--- src/hw/rtl/flq_pkg.sv ---
// Shared types and codes of the FIFO/LIFO queue with search.
// Depends on nothing; used by the control module, the top level and the checker.
package flq_pkg;

   typedef enum logic [1:0] {
      OP_PUSH = 2'd0,
      OP_POP  = 2'd1,
      OP_GET  = 2'd2,
      OP_FIND = 2'd3
   } op_type;

   typedef enum logic [1:0] {
      ST_OK   = 2'd0,
      ST_MISS = 2'd1,
      ST_FULL = 2'd2
   } status_type;

   typedef enum logic [2:0] {
      S_IDLE,
      S_EXEC,
      S_READ,
      S_FIND,
      S_DONE
   } state_type;

   localparam logic MODE_FIFO = 1'b0;
   localparam logic MODE_LIFO = 1'b1;

endpackage

--- src/hw/rtl/flq_store.sv ---
// Entry store of the queue: one write port and one registered read port.
// Depends on nothing; instantiated by the top level.
module flq_store #(
   parameter int DEPTH      = 16,
   parameter int WORD_WIDTH = 32,
   parameter int AW         = 4
) (
   input  logic                  clock,
   input  logic                  wr_en,
   input  logic [AW-1:0]         wr_addr,
   input  logic [WORD_WIDTH-1:0] wr_data,
   input  logic                  rd_en,
   input  logic [AW-1:0]         rd_addr,
   output logic [WORD_WIDTH-1:0] rd_data
);

   logic [WORD_WIDTH-1:0] mem [DEPTH];
   logic [WORD_WIDTH-1:0] rd_data_ff;

   always_ff @(posedge clock) begin
      if (wr_en) begin
         mem[wr_addr] <= wr_data;
      end
   end

   always_ff @(posedge clock) begin
      if (rd_en) begin
         rd_data_ff <= mem[rd_addr];
      end
   end

   assign rd_data = rd_data_ff;

endmodule

--- src/hw/rtl/flq_ctrl.sv ---
// Sequencer of the queue: head pointer, count, the slot adders, one word
// comparator, and the response register. Depends on flq_pkg.
module flq_ctrl #(
   parameter int DEPTH      = 16,
   parameter int WORD_WIDTH = 32,
   parameter int AW         = 4,
   parameter int CW         = 5
) (
   input  logic                  clock,
   input  logic                  reset,
   input  logic                  queue_mode,
   input  logic                  req_valid,
   output logic                  req_stall,
   input  logic [1:0]            req_opcode,
   input  logic [31:0]           req_data_word,
   input  logic [3:0]            req_position,
   output logic                  rsp_valid,
   input  logic                  rsp_stall,
   output logic [1:0]            rsp_status,
   output logic [31:0]           rsp_out_word,
   output logic [3:0]            rsp_found_index,
   output logic [4:0]            rsp_count,
   output logic                  mem_wr_en,
   output logic [AW-1:0]         mem_wr_addr,
   output logic [WORD_WIDTH-1:0] mem_wr_data,
   output logic                  mem_rd_en,
   output logic [AW-1:0]         mem_rd_addr,
   input  logic [WORD_WIDTH-1:0] mem_rd_data
);

   localparam int PW = (CW > 4) ? CW : 4;
   localparam int XW = (CW > 5) ? CW : 5;
   localparam int EW = (WORD_WIDTH > 32) ? WORD_WIDTH : 32;

   flq_pkg::state_type    state_ff, state_in;
   logic [AW-1:0]         head_ff, head_in;
   logic [CW-1:0]         count_ff, count_in;
   logic [CW-1:0]         scan_ff, scan_in;
   logic [CW-1:0]         cmp_idx_ff, cmp_idx_in;
   logic                  cmp_valid_ff, cmp_valid_in;
   logic                  rsp_valid_ff, rsp_valid_in;
   flq_pkg::op_type       op_ff, op_in;
   logic [WORD_WIDTH-1:0] word_ff, word_in;
   logic [3:0]            pos_ff, pos_in;
   flq_pkg::status_type   res_status_ff, res_status_in;
   logic [31:0]           res_word_ff, res_word_in;
   logic [CW-1:0]         res_found_ff, res_found_in;
   logic [1:0]            rsp_status_ff, rsp_status_in;
   logic [31:0]           rsp_word_ff, rsp_word_in;
   logic [3:0]            rsp_found_ff, rsp_found_in;
   logic [4:0]            rsp_count_ff, rsp_count_in;

   logic [EW-1:0]         req_word_ext;
   logic [EW-1:0]         rd_word_ext;
   logic [CW-1:0]         cnt_m1;
   logic [CW-1:0]         lifo_get_off;
   logic [XW-1:0]         count_ext;
   logic [PW-1:0]         found_ext;
   logic                  hit;

   function automatic logic [AW-1:0] slot_of(input logic [AW-1:0] head,
                                             input logic [CW-1:0] off);
      logic [CW:0] sum;
      sum = (CW+1)'(head) + (CW+1)'(off);
      if (sum >= (CW+1)'(DEPTH)) begin
         sum = sum - (CW+1)'(DEPTH);
      end
      return sum[AW-1:0];
   endfunction

   always_ff @(posedge clock) begin
      if (reset) begin
         state_ff     <= flq_pkg::S_IDLE;
         head_ff      <= '0;
         count_ff     <= '0;
         cmp_valid_ff <= 1'b0;
         rsp_valid_ff <= 1'b0;
      end else begin
         state_ff     <= state_in;
         head_ff      <= head_in;
         count_ff     <= count_in;
         cmp_valid_ff <= cmp_valid_in;
         rsp_valid_ff <= rsp_valid_in;
      end
   end

   always_ff @(posedge clock) begin
      scan_ff       <= scan_in;
      cmp_idx_ff    <= cmp_idx_in;
      op_ff         <= op_in;
      word_ff       <= word_in;
      pos_ff        <= pos_in;
      res_status_ff <= res_status_in;
      res_word_ff   <= res_word_in;
      res_found_ff  <= res_found_in;
      rsp_status_ff <= rsp_status_in;
      rsp_word_ff   <= rsp_word_in;
      rsp_found_ff  <= rsp_found_in;
      rsp_count_ff  <= rsp_count_in;
   end

   always_comb begin
      state_in      = state_ff;
      head_in       = head_ff;
      count_in      = count_ff;
      scan_in       = scan_ff;
      cmp_idx_in    = cmp_idx_ff;
      cmp_valid_in  = cmp_valid_ff;
      rsp_valid_in  = rsp_valid_ff;
      op_in         = op_ff;
      word_in       = word_ff;
      pos_in        = pos_ff;
      res_status_in = res_status_ff;
      res_word_in   = res_word_ff;
      res_found_in  = res_found_ff;
      rsp_status_in = rsp_status_ff;
      rsp_word_in   = rsp_word_ff;
      rsp_found_in  = rsp_found_ff;
      rsp_count_in  = rsp_count_ff;

      mem_wr_en   = 1'b0;
      mem_wr_addr = '0;
      mem_wr_data = word_ff;
      mem_rd_en   = 1'b0;
      mem_rd_addr = '0;

      req_stall    = (state_ff != flq_pkg::S_IDLE);
      req_word_ext = EW'(req_data_word);
      rd_word_ext  = EW'(mem_rd_data);
      cnt_m1       = count_ff - CW'(1);
      lifo_get_off = cnt_m1 - CW'(pos_ff);
      count_ext    = XW'(count_ff);
      found_ext    = PW'(res_found_ff);
      hit          = cmp_valid_ff && (mem_rd_data == word_ff);

      if (rsp_valid_ff && !rsp_stall) begin
         rsp_valid_in = 1'b0;
      end

      case (state_ff)
         flq_pkg::S_IDLE: begin
            if (req_valid) begin
               op_in    = flq_pkg::op_type'(req_opcode);
               word_in  = req_word_ext[WORD_WIDTH-1:0];
               pos_in   = req_position;
               state_in = flq_pkg::S_EXEC;
            end
         end
         flq_pkg::S_EXEC: begin
            res_status_in = flq_pkg::ST_OK;
            res_word_in   = '0;
            res_found_in  = '0;
            state_in      = flq_pkg::S_DONE;
            case (op_ff)
               flq_pkg::OP_PUSH: begin
                  if (count_ff == CW'(DEPTH)) begin
                     res_status_in = flq_pkg::ST_FULL;
                  end else begin
                     mem_wr_en   = 1'b1;
                     mem_wr_addr = slot_of(head_ff, count_ff);
                     count_in    = count_ff + CW'(1);
                  end
               end
               flq_pkg::OP_POP: begin
                  if (count_ff == '0) begin
                     res_status_in = flq_pkg::ST_MISS;
                  end else begin
                     mem_rd_en = 1'b1;
                     count_in  = cnt_m1;
                     state_in  = flq_pkg::S_READ;
                     if (queue_mode == flq_pkg::MODE_LIFO) begin
                        mem_rd_addr = slot_of(head_ff, cnt_m1);
                     end else begin
                        mem_rd_addr = head_ff;
                        head_in     = slot_of(head_ff, CW'(1));
                     end
                  end
               end
               flq_pkg::OP_GET: begin
                  if (PW'(pos_ff) >= PW'(count_ff)) begin
                     res_status_in = flq_pkg::ST_MISS;
                  end else begin
                     mem_rd_en = 1'b1;
                     state_in  = flq_pkg::S_READ;
                     if (queue_mode == flq_pkg::MODE_LIFO) begin
                        mem_rd_addr = slot_of(head_ff, lifo_get_off);
                     end else begin
                        mem_rd_addr = slot_of(head_ff, CW'(pos_ff));
                     end
                  end
               end
               default: begin
                  scan_in      = '0;
                  cmp_valid_in = 1'b0;
                  state_in     = flq_pkg::S_FIND;
               end
            endcase
         end
         flq_pkg::S_READ: begin
            res_word_in = rd_word_ext[31:0];
            state_in    = flq_pkg::S_DONE;
         end
         flq_pkg::S_FIND: begin
            // One entry is read per cycle; the compare works on the registered read data.
            if (hit) begin
               res_found_in = cmp_idx_ff;
               cmp_valid_in = 1'b0;
               state_in     = flq_pkg::S_DONE;
            end else if (scan_ff < count_ff) begin
               mem_rd_en    = 1'b1;
               mem_rd_addr  = slot_of(head_ff, scan_ff);
               cmp_valid_in = 1'b1;
               cmp_idx_in   = scan_ff;
               scan_in      = scan_ff + CW'(1);
            end else begin
               res_status_in = flq_pkg::ST_MISS;
               cmp_valid_in  = 1'b0;
               state_in      = flq_pkg::S_DONE;
            end
         end
         flq_pkg::S_DONE: begin
            if (!rsp_valid_ff || !rsp_stall) begin
               rsp_valid_in  = 1'b1;
               rsp_status_in = res_status_ff;
               rsp_word_in   = res_word_ff;
               rsp_found_in  = found_ext[3:0];
               rsp_count_in  = count_ext[4:0];
               state_in      = flq_pkg::S_IDLE;
            end
         end
         default: begin
            state_in = flq_pkg::S_IDLE;
         end
      endcase
   end

   assign rsp_valid       = rsp_valid_ff;
   assign rsp_status      = rsp_status_ff;
   assign rsp_out_word    = rsp_word_ff;
   assign rsp_found_index = rsp_found_ff;
   assign rsp_count       = rsp_count_ff;

endmodule

--- src/hw/rtl/fifo_lifo_queue_with_search_unit.sv ---
// Top level of the FIFO/LIFO word queue with search: mode register, sequencer
// and entry store. Depends on flq_pkg, flq_ctrl and flq_store.
//
// The block holds up to DEPTH words and takes one request beat at a time.
// A push, or a pop or get that fails, passes through the execute and done
// states before the next acceptance; a pop or get that reads the store adds
// a read state, and a find adds a scan state, in which it scans the held
// entries through the single read port of the store, one entry per cycle,
// with the compare in the cycle after each read. The result sits in an output
// register, so a new request is taken while a result beat is still stalled;
// the result of that request then waits in the sequencer until the stalled
// beat leaves. The mode register may be written whenever the block is idle
// and acts on the entries as they stand. The store needs no clearing after
// reset; only held entries are ever read.
module fifo_lifo_queue_with_search_unit #(
   parameter int DEPTH      = 16,
   parameter int WORD_WIDTH = 32
) (
   input  logic        clock,
   input  logic        reset,
   input  logic        csr_valid,
   output logic        csr_ready,
   input  logic        csr_queue_mode,
   input  logic        req_valid,
   output logic        req_stall,
   input  logic [1:0]  req_opcode,
   input  logic [31:0] req_data_word,
   input  logic [3:0]  req_position,
   output logic        rsp_valid,
   input  logic        rsp_stall,
   output logic [1:0]  rsp_status,
   output logic [31:0] rsp_out_word,
   output logic [3:0]  rsp_found_index,
   output logic [4:0]  rsp_count
);

   localparam int AW = (DEPTH > 1) ? $clog2(DEPTH) : 1;
   localparam int CW = $clog2(DEPTH + 1);

   logic                  mode_ff, mode_in;
   logic                  mem_wr_en;
   logic [AW-1:0]         mem_wr_addr;
   logic [WORD_WIDTH-1:0] mem_wr_data;
   logic                  mem_rd_en;
   logic [AW-1:0]         mem_rd_addr;
   logic [WORD_WIDTH-1:0] mem_rd_data;

   assign csr_ready = 1'b1;

   always_comb begin
      mode_in = mode_ff;
      if (csr_valid && csr_ready) begin
         mode_in = csr_queue_mode;
      end
   end

   always_ff @(posedge clock) begin
      if (reset) begin
         mode_ff <= flq_pkg::MODE_FIFO;
      end else begin
         mode_ff <= mode_in;
      end
   end

   flq_ctrl #(
      .DEPTH      (DEPTH),
      .WORD_WIDTH (WORD_WIDTH),
      .AW         (AW),
      .CW         (CW)
   ) u_ctrl (
      .clock           (clock),
      .reset           (reset),
      .queue_mode      (mode_ff),
      .req_valid       (req_valid),
      .req_stall       (req_stall),
      .req_opcode      (req_opcode),
      .req_data_word   (req_data_word),
      .req_position    (req_position),
      .rsp_valid       (rsp_valid),
      .rsp_stall       (rsp_stall),
      .rsp_status      (rsp_status),
      .rsp_out_word    (rsp_out_word),
      .rsp_found_index (rsp_found_index),
      .rsp_count       (rsp_count),
      .mem_wr_en       (mem_wr_en),
      .mem_wr_addr     (mem_wr_addr),
      .mem_wr_data     (mem_wr_data),
      .mem_rd_en       (mem_rd_en),
      .mem_rd_addr     (mem_rd_addr),
      .mem_rd_data     (mem_rd_data)
   );

   flq_store #(
      .DEPTH      (DEPTH),
      .WORD_WIDTH (WORD_WIDTH),
      .AW         (AW)
   ) u_store (
      .clock   (clock),
      .wr_en   (mem_wr_en),
      .wr_addr (mem_wr_addr),
      .wr_data (mem_wr_data),
      .rd_en   (mem_rd_en),
      .rd_addr (mem_rd_addr),
      .rd_data (mem_rd_data)
   );

endmodule

--- config.mk ---
export PLATFORM = sky130hd
export DESIGN_NAME = fifo_lifo_queue_with_search_unit
export DESIGN_NICKNAME = d
export VERILOG_FILES = /design/src/hw/rtl/flq_pkg.sv /design/src/hw/rtl/flq_store.sv /design/src/hw/rtl/flq_ctrl.sv /design/src/hw/rtl/fifo_lifo_queue_with_search_unit.sv
export SDC_FILE = /design/constraint.sdc
export NUM_CORES = 1
export LEC_CHECK = 0
export BUFFER_PORTS_ARGS = -buffer_cell sky130_fd_sc_hd__buf_2
export CORE_MARGIN = 3
export CORE_UTILIZATION = 50
export CTS_BUF_LIST = sky130_fd_sc_hd__clkbuf_2 sky130_fd_sc_hd__clkbuf_4 sky130_fd_sc_hd__clkbuf_8
export CTS_CLUSTER_SIZE = 16
export DETAILED_ROUTE_END_ITERATION = 10
export PLACE_DENSITY = 0.69
export SLEW_MARGIN = 10
export SYNTH_ARGS = -nofsm -noshare
export SYNTH_HDL_FRONTEND = slang
export SYNTH_SLANG_ARGS = --single-unit
--- constraint.sdc ---
create_clock -name clock -period 4.4 [get_ports clock]
set_input_delay 0.22 -clock clock [delete_from_list [all_inputs] [get_ports clock]]
set_output_delay 0.22 -clock clock [all_outputs]
set_load 0.005 [all_outputs]
==> results of run 1 <==
state kept, by name (all words and copies together), names as in the netlist, 5 cells and up:
signal and flops:
u_store.mem 512, u_ctrl.mem_wr_data 32, u_ctrl.res_word_ff 32, u_ctrl.rsp_out_word 32, u_store.rd_data 32, u_ctrl.count_ext 5, u_ctrl.rsp_count 5, u_ctrl.scan_ff 5
final cells by class:
type	count	area (µm²)
multi-input combinational	1119	6984
fill	4234	22960
timing repair buffer	229	1823
sequential	687	20480
antenna	2	5.005
clock buffer	161	1903
clock inverter	26	217.7
tap	748	935.9
inverter	28	105.1
layout by cell type, fill, tap and decap left out, types with 4 or more instances in the layout:
master / n
sky130_fd_sc_hd__a21o_1: 6
sky130_fd_sc_hd__a21oi_1: 81
sky130_fd_sc_hd__a22oi_1: 32
sky130_fd_sc_hd__a311oi_2: 30
sky130_fd_sc_hd__a32oi_1: 32
sky130_fd_sc_hd__and2_1: 38
sky130_fd_sc_hd__and3_1: 8
sky130_fd_sc_hd__and3_2: 26
sky130_fd_sc_hd__buf_12: 16
sky130_fd_sc_hd__buf_2: 88
sky130_fd_sc_hd__buf_4: 78
sky130_fd_sc_hd__clkbuf_4: 50
sky130_fd_sc_hd__clkbuf_8: 111
sky130_fd_sc_hd__clkinv_1: 14
sky130_fd_sc_hd__clkinv_2: 4
sky130_fd_sc_hd__dfxtp_1: 15
sky130_fd_sc_hd__dlygate4sd3_1: 45
sky130_fd_sc_hd__edfxtp_1: 672
sky130_fd_sc_hd__fa_1: 5
sky130_fd_sc_hd__ha_1: 31
sky130_fd_sc_hd__inv_1: 27
sky130_fd_sc_hd__mux2i_1: 4
sky130_fd_sc_hd__nand2_1: 350
sky130_fd_sc_hd__nand2_2: 24
sky130_fd_sc_hd__nand2b_1: 7
sky130_fd_sc_hd__nand3_1: 233
sky130_fd_sc_hd__nand4_1: 9
sky130_fd_sc_hd__nor2_1: 24
sky130_fd_sc_hd__nor2_4: 17
sky130_fd_sc_hd__nor2b_1: 5
sky130_fd_sc_hd__o211ai_1: 4
sky130_fd_sc_hd__o211ai_2: 30
sky130_fd_sc_hd__o21ai_0: 12
sky130_fd_sc_hd__xnor2_1: 41
sky130_fd_sc_hd__xor2_1: 12
where the power goes:
group          internal (mW)  switching (mW)
clock                   2.93            2.42
combinational          0.257           0.426
sequential              7.39           0.111
total                   10.6            2.95
per-stage QoR:
stage	total power [mW]	hold slack, ps	instance area (µm²)	worst slack (ps)
3_3_place_gp	8.251	396.8	29840	-93.02
2_1_floorplan	7.982	289.1	28140	734.1
6_report	13.52	209.1	32450	215.3
3_5_place_dp	8.279	398.1	29870	133.3
5_1_grt	14.01	185.2	32450	-48.40
4_1_cts	13.63	145.2	32440	100.8
logic make-up (layout without fill, tap and decap cells):
| family | count (synthesis) | after routing | share of synthesized area (%) |
|---|---|---|---|
| xor gates and xnor gates | 53 | 53 | 1.650 |
| buffers and inverters | 144 | 444 | 3.068 |
| other | 1 | 3 | 0.01333 |
| and+or+nand+nor | 761 | 761 | 12.63 |
| adders and majority gates | 36 | 36 | 1.734 |
| DFF | 687 | 687 | 72.79 |
| AOI/OAI and AO/OA | 260 | 261 | 7.858 |
| muxes | 7 | 7 | 0.2624 |
what timing repair did:
item	in CTS	in global routing
buffers inserted	0	0
hold buffers	45	0
hold endpoints to repair	57	0
setup endpoints to repair	0	12
cell usage after synthesis (23+ instances only):
| cell type | count | share of area, % |
|---|---|---|
| sky130_fd_sc_hd__edfxtp_1 | 672 | 72 |
| sky130_fd_sc_hd__nand2_1 | 351 | 4.7 |
| sky130_fd_sc_hd__nand3_1 | 233 | 4.1 |
| sky130_fd_sc_hd__a21oi_1 | 82 | 1.5 |
| sky130_fd_sc_hd__buf_2 | 52 | 0.92 |
| sky130_fd_sc_hd__nor2_1 | 41 | 0.55 |
| sky130_fd_sc_hd__xnor2_1 | 41 | 1.3 |
| sky130_fd_sc_hd__and2_1 | 38 | 0.84 |
| sky130_fd_sc_hd__a22oi_1 | 32 | 0.85 |
| sky130_fd_sc_hd__a32oi_1 | 32 | 1.0 |
| sky130_fd_sc_hd__clkbuf_1 | 31 | 0.41 |
| sky130_fd_sc_hd__ha_1 | 31 | 1.4 |
| sky130_fd_sc_hd__o211ai_2 | 31 | 1.4 |
| sky130_fd_sc_hd__a311oi_2 | 30 | 1.6 |
| sky130_fd_sc_hd__inv_1 | 27 | 0.36 |
| sky130_fd_sc_hd__and3_2 | 26 | 0.69 |
| sky130_fd_sc_hd__nand2_2 | 23 | 0.51 |
critical path: cells and delay by family, from the launching register on:
kind	cells	cell delay, ps
flops	1	340
fa+ha+maj	3	1090
mux	1	230
xor+xnor	1	170
compound gates	6	1270
buf+inv	3	440
simple gates	2	370
per-layer routing:
metal | vias up | track usage, % | wire (µm) | share of wire (%)
li1 | 7757 | - | - | -
met1 | 8547 | 31.68 | 27310 | 40
met2 | 818 | 35.74 | 32310 | 47
met3 | 150 | 4.927 | 6509 | 9.5
met4 | 2 | 9.596 | 2302 | 3.4
met5 | - | 0 | 10 | 0.015
final timing paths:
kind,from,endpoint,depth (start not counted)
setup / recovery,u_ctrl.count_ext[0],u_store.rd_data[21],16
hold / removal,req_data_word[15],u_ctrl.mem_wr_data[15],2
setup reg to reg,u_ctrl.count_ext[0],u_store.rd_data[21],16
hold reg to reg,u_ctrl.res_word_ff[19],u_ctrl.rsp_out_word[19],0
==> results.toml, run 1 <==
[synth]
synth-edff-count = 672
synth_seq_area_share_pct = 72.79
synth.avg_cell_area_um2 = 14.44
number_of_register_bits_inferred_by_synthesis = 687
synth-async-reset-ratio_pct = 0
ys_warn_count = 0
netlist_area_mm2 = 0.02814
synth_cells = 1949
yosysUniqueCellTypes = 76
syn_nets = 2029
ys_dominant_reg_cell = "sky130_fd_sc_hd__edfxtp_1"

[setup_path]
worstSetupEndpointType = "register"
worst-r2r-setup-slack_ps = 220
worst-setup-path-type = "reg2reg"
cpPeakStageDelay_ps = 490
cp_slowest_cell = "sky130_fd_sc_hd__fa_1"
worst_setup_path_start_kind = "register"
worst-endpoint-arrival_ps = 4620
path_max_fanout = 11
worstPathCellList = "inv_1 -> ha_1 -> fa_1 -> mux2i_1 -> ha_1 -> a21o_1 -> a21oi_1 -> xnor2_1 -> nand4_1 -> and3b_4 -> buf_4 -> o21ai_2 -> a21oi_4 -> buf_4 -> a32oi_1 -> o211ai_2"
required_ps = 4840

[sta]
finalCriticalPeriod_ps = 4185
final_min_period_over_clock_period_pct = 95.11
timing.setup.tns_ps = 0
finClkSkew_ps = 35.38
setup-violations-final = 0
worst_pin_slew_ps = 963.1
timing.fmax_mhz = 239.0
total_count_of_hold_check_failures_in_the_final_report = 0
max-slew-margin-rel_pct = 35.79
finalMaxSlewViolations = 0
rsz0062_at_grt = "true"

[route]
firstDrtPassIters = 6
route.vias.total = 17270
post_drt_wl_per_cell_um = 22.82
routed_vias_inst = 5.758
remaining_number_of_nets_flagged_by_the_antenna_check_after_routing = 0
drc = 0
dr.first_iter.drc_count = 1847
finalWirelength_um = 68450

[hold_path]
holdCritPathClass = "in2reg"

[place]
post-place-cells = 2765
number_of_input_and_output_port_buffers_inserted = 88
place_hpwl_um = 39590
gp_congestion = 0.8535

[global_route]
grt_pass1_vias = 16860
grt.overflow.total = 0
gr-usage-all-layers_pct = 22.99
largest_net_degree_at_the_start_of_global_routing = 127
grt_pass1_wl_um = 102500
antenna_found_initial = 4

[clocking]
clkLatencyLatePin_ps = 730
tritoncts_num_sinks = 687
cts_max_level = 3
cts_repair_resize_count = 0
cts_root_buf = "sky130_fd_sc_hd__clkbuf_8"
cts_buffer_depth = 3
clkTransAtPathRegs_ps = 60
cts-buffers-inserted = 109
cts_tree = "built"

[die]
die-area_mm2 = 0.05915
initial_core_util_pct = 50.77
core.rowCount = 86
fp.dieW_um = 243.2
die_height_um = 243.2
coreArea_mm2 = 0.05542
ioPinCount = 90

[finish]
synthToLayoutAreaGrowth_pct = 15.35
nNetsFinal = 2254
drive_above_1_share_pct = 22.71
post_layout_nonfiller_instances = 3000
final_cell_utilization_of_the_core_pct = 58.56

[power]
static-leakage-power_nw = 11.22
max-vdd-ir-drop_mv = 0.2684
ratio_of_total_power_to_cell_area_mw_per_mm2 = 416.7

[run_status]
run_status = "completed"

[run]
maxCapViolations = 0
(Power assumes the default switching activity.)
==> run 2: changes to the inputs <==
- BUFFER_PORTS_ARGS: -buffer_cell sky130_fd_sc_hd__buf_2 -> -buffer_cell sky130_fd_sc_hd__clkbuf_2
==> results.toml, run 2 (same netlist as run 1, synthesis figures left out) <==
[finish]
layout_commonest_cell = "sky130_fd_sc_hd__edfxtp_1"
nNetsFinal = 2234
largest-register = "u_store.mem"
largest_register_ff_count = 512
final_cell_utilization_of_the_core_pct = 58.27
final_area_mm2 = 0.03229
layout_common_cells = "sky130_fd_sc_hd__edfxtp_1 (672), sky130_fd_sc_hd__nand2_1 (350), sky130_fd_sc_hd__nand3_1 (233)"
drive_above_1_share_pct = 21.44
synthToLayoutAreaGrowth_pct = 14.76
post_layout_nonfiller_instances = 2984

[setup_path]
worstSetupEndpointType = "register"
worst-setup-path-type = "reg2reg"
worst_setup_path_start_kind = "register"
worst-endpoint-arrival_ps = 4530
critPathBufInv = 2
cpPeakStageDelay_ps = 490
critical_path.top_delay_family = "adder cells"
required_ps = 4820
cp_slowest_cell = "sky130_fd_sc_hd__fa_1"
cpMostUsedCell = "sky130_fd_sc_hd__ha_1"
worstPathCellList = "inv_1 -> ha_1 -> fa_1 -> mux2i_1 -> ha_1 -> a21o_1 -> a21oi_1 -> xnor2_1 -> nand4_1 -> and3b_4 -> o21ai_2 -> a21oi_4 -> buf_4 -> a32oi_1 -> o211ai_2"
path_max_fanout = 32

[run]
maxCapViolations = 0

[clocking]
clkLatencyLatePin_ps = 700
cts-buffers-inserted = 108
cts_root_buf = "sky130_fd_sc_hd__clkbuf_8"
cts_buffer_depth = 3
cts_tree = "built"
cts_setup_buffers = 0
tritoncts_num_sinks = 687
cts_max_level = 3
clkTransAtPathRegs_ps = 70

[power]
p_sw_share_pct = 21.95
ratio_of_total_power_to_cell_area_mw_per_mm2 = 413.2
power.share.combinational_pct = 4.8
p_switching_mw = 2.929
share_of_power_burned_in_the_clock_network_pct = 38.9
max-vdd-ir-drop_mv = 0.2289
cell_internal_pwr_mw = 10.41
static-leakage-power_nw = 11.11
sequentialPowerShare_pct = 56.3
post-layout-total-power_mw = 13.34

[sta]
rsz0062_at_grt = "true"
finalMaxSlewViolations = 0
max-slew-margin-rel_pct = 37.88
timing.fmax_mhz = 243.3
finClkSkew_ps = 30.57
total_count_of_hold_check_failures_in_the_final_report = 0
setup-violations-final = 0
worst_pin_slew_ps = 929.6
finalCriticalPeriod_ps = 4111
final_min_period_over_clock_period_pct = 93.43

[global_route]
grt_pass1_vias = 16690
antenna_found_initial = 2
grt_pass1_wl_um = 100400
largest_net_degree_at_the_start_of_global_routing = 116
gr-usage-all-layers_pct = 22.35
grt.overflow.total = 0

[die]
die_height_um = 243.2
fp.dieW_um = 243.2
initial_core_util_pct = 50.77
ioPinCount = 90
die-area_mm2 = 0.05915
coreArea_mm2 = 0.05542
core.rowCount = 86

[route]
remaining_number_of_nets_flagged_by_the_antenna_check_after_routing = 0
drc = 0
route.vias.total = 17130
finalWirelength_um = 66130
routed_vias_inst = 5.740
firstDrtPassIters = 5
post_drt_wl_per_cell_um = 22.16
dr.first_iter.drc_count = 1600

[place]
post-place-cells = 2746
number_of_input_and_output_port_buffers_inserted = 88
place_hpwl_um = 38160
place_area_mm2 = 0.02975
gp_congestion = 0.8694

[hold_path]
holdCritPathClass = "in2reg"

[run_status]
run_status = "completed"
-- run 2: cell types whose count changed in the layout (fill, tap and decap cells not counted), moves of 3 or more --
cell	change
sky130_fd_sc_hd__clkbuf_4	-22
sky130_fd_sc_hd__buf_12	+3
sky130_fd_sc_hd__buf_2	-88
sky130_fd_sc_hd__clkinv_1	+15
sky130_fd_sc_hd__clkinvlp_4	+3
sky130_fd_sc_hd__clkbuf_2	+88
sky130_fd_sc_hd__buf_4	-21
sky130_fd_sc_hd__clkinv_2	+9
-- run 2: power by group through the flow --
stage / registers (mW) / logic (mW) / clock network (mW)
floorplan: 7.62 / 0.360 / 0
global placement: 7.64 / 0.587 / 0
detailed placement: 7.65 / 0.605 / 0
CTS: 7.51 / 0.639 / 5.28
global route: 7.52 / 0.699 / 5.61
finish: 7.51 / 0.637 / 5.20
-- run 2: what timing repair did --
action                                  in CTS  in global routing
hold buffers                                46                  0
endpoints found under the hold margin       67                  0
endpoints found under the setup margin       0                 31
resized for setup                            0                  1
-- run 2: path summary, 6_finish.rpt --
check / start / end / slack [ps] / depth (start not counted)
max reg2reg: u_ctrl.count_ext[1] / u_store.rd_data[25] / 290 / 15
max: u_ctrl.count_ext[1] / u_store.rd_data[25] / 290 / 15
min: req_data_word[20] / u_ctrl.mem_wr_data[20] / 230 / 2
min reg2reg: u_ctrl.res_word_ff[22] / u_ctrl.rsp_out_word[22] / 420 / 0
-- run 2: cell type report --
| class | count | area (µm²) |
|---|---|---|
| multi-input combinational | 1118 | 6975 |
| fill | 4232 | 23130 |
| inverter | 28 | 105.1 |
| tap | 748 | 935.9 |
| clock buffer | 138 | 1724 |
| timing repair buffer | 211 | 1720 |
| sequential | 687 | 20480 |
| clock inverter | 52 | 344.1 |
| antenna | 2 | 5.005 |
-- run 2: stage by stage --
step           worst slack [ps]  setup TNS [ps]  hold WS, ps
2_1_floorplan             734.1               0        289.1
4_1_cts                   232.5               0        179.7
5_1_grt                  -25.77          -50.39        210.4
3_5_place_dp              261.7               0        398.6
3_3_place_gp              335.2               0        397.3
6_report                  289.0               0        231.0
-- run 2: metal layers --
metal / vias up / routed length [µm] / global-route usage (%)
li1: 7719 / - / -
met1: 8422 / 27110 / 31.11
met2: 828 / 30930 / 35.06
met3: 160 / 5982 / 4.574
met4: 0 / 2114 / 8.278
met5: - / 0 / 0
-- run 2: worst reg2reg max path, cell delays in order, from the launching register on --
cell and delay [ps]:
sky130_fd_sc_hd__dfxtp_1 450, sky130_fd_sc_hd__inv_1 160, sky130_fd_sc_hd__ha_1 410, sky130_fd_sc_hd__fa_1 490
sky130_fd_sc_hd__mux2i_1 190, sky130_fd_sc_hd__ha_1 260, sky130_fd_sc_hd__a21o_1 180, sky130_fd_sc_hd__a21oi_1 190
sky130_fd_sc_hd__xnor2_1 160, sky130_fd_sc_hd__nand4_1 110, sky130_fd_sc_hd__and3b_4 230, sky130_fd_sc_hd__o21ai_2 190
sky130_fd_sc_hd__a21oi_4 70, sky130_fd_sc_hd__buf_4 310, sky130_fd_sc_hd__a32oi_1 310, sky130_fd_sc_hd__o211ai_2 110
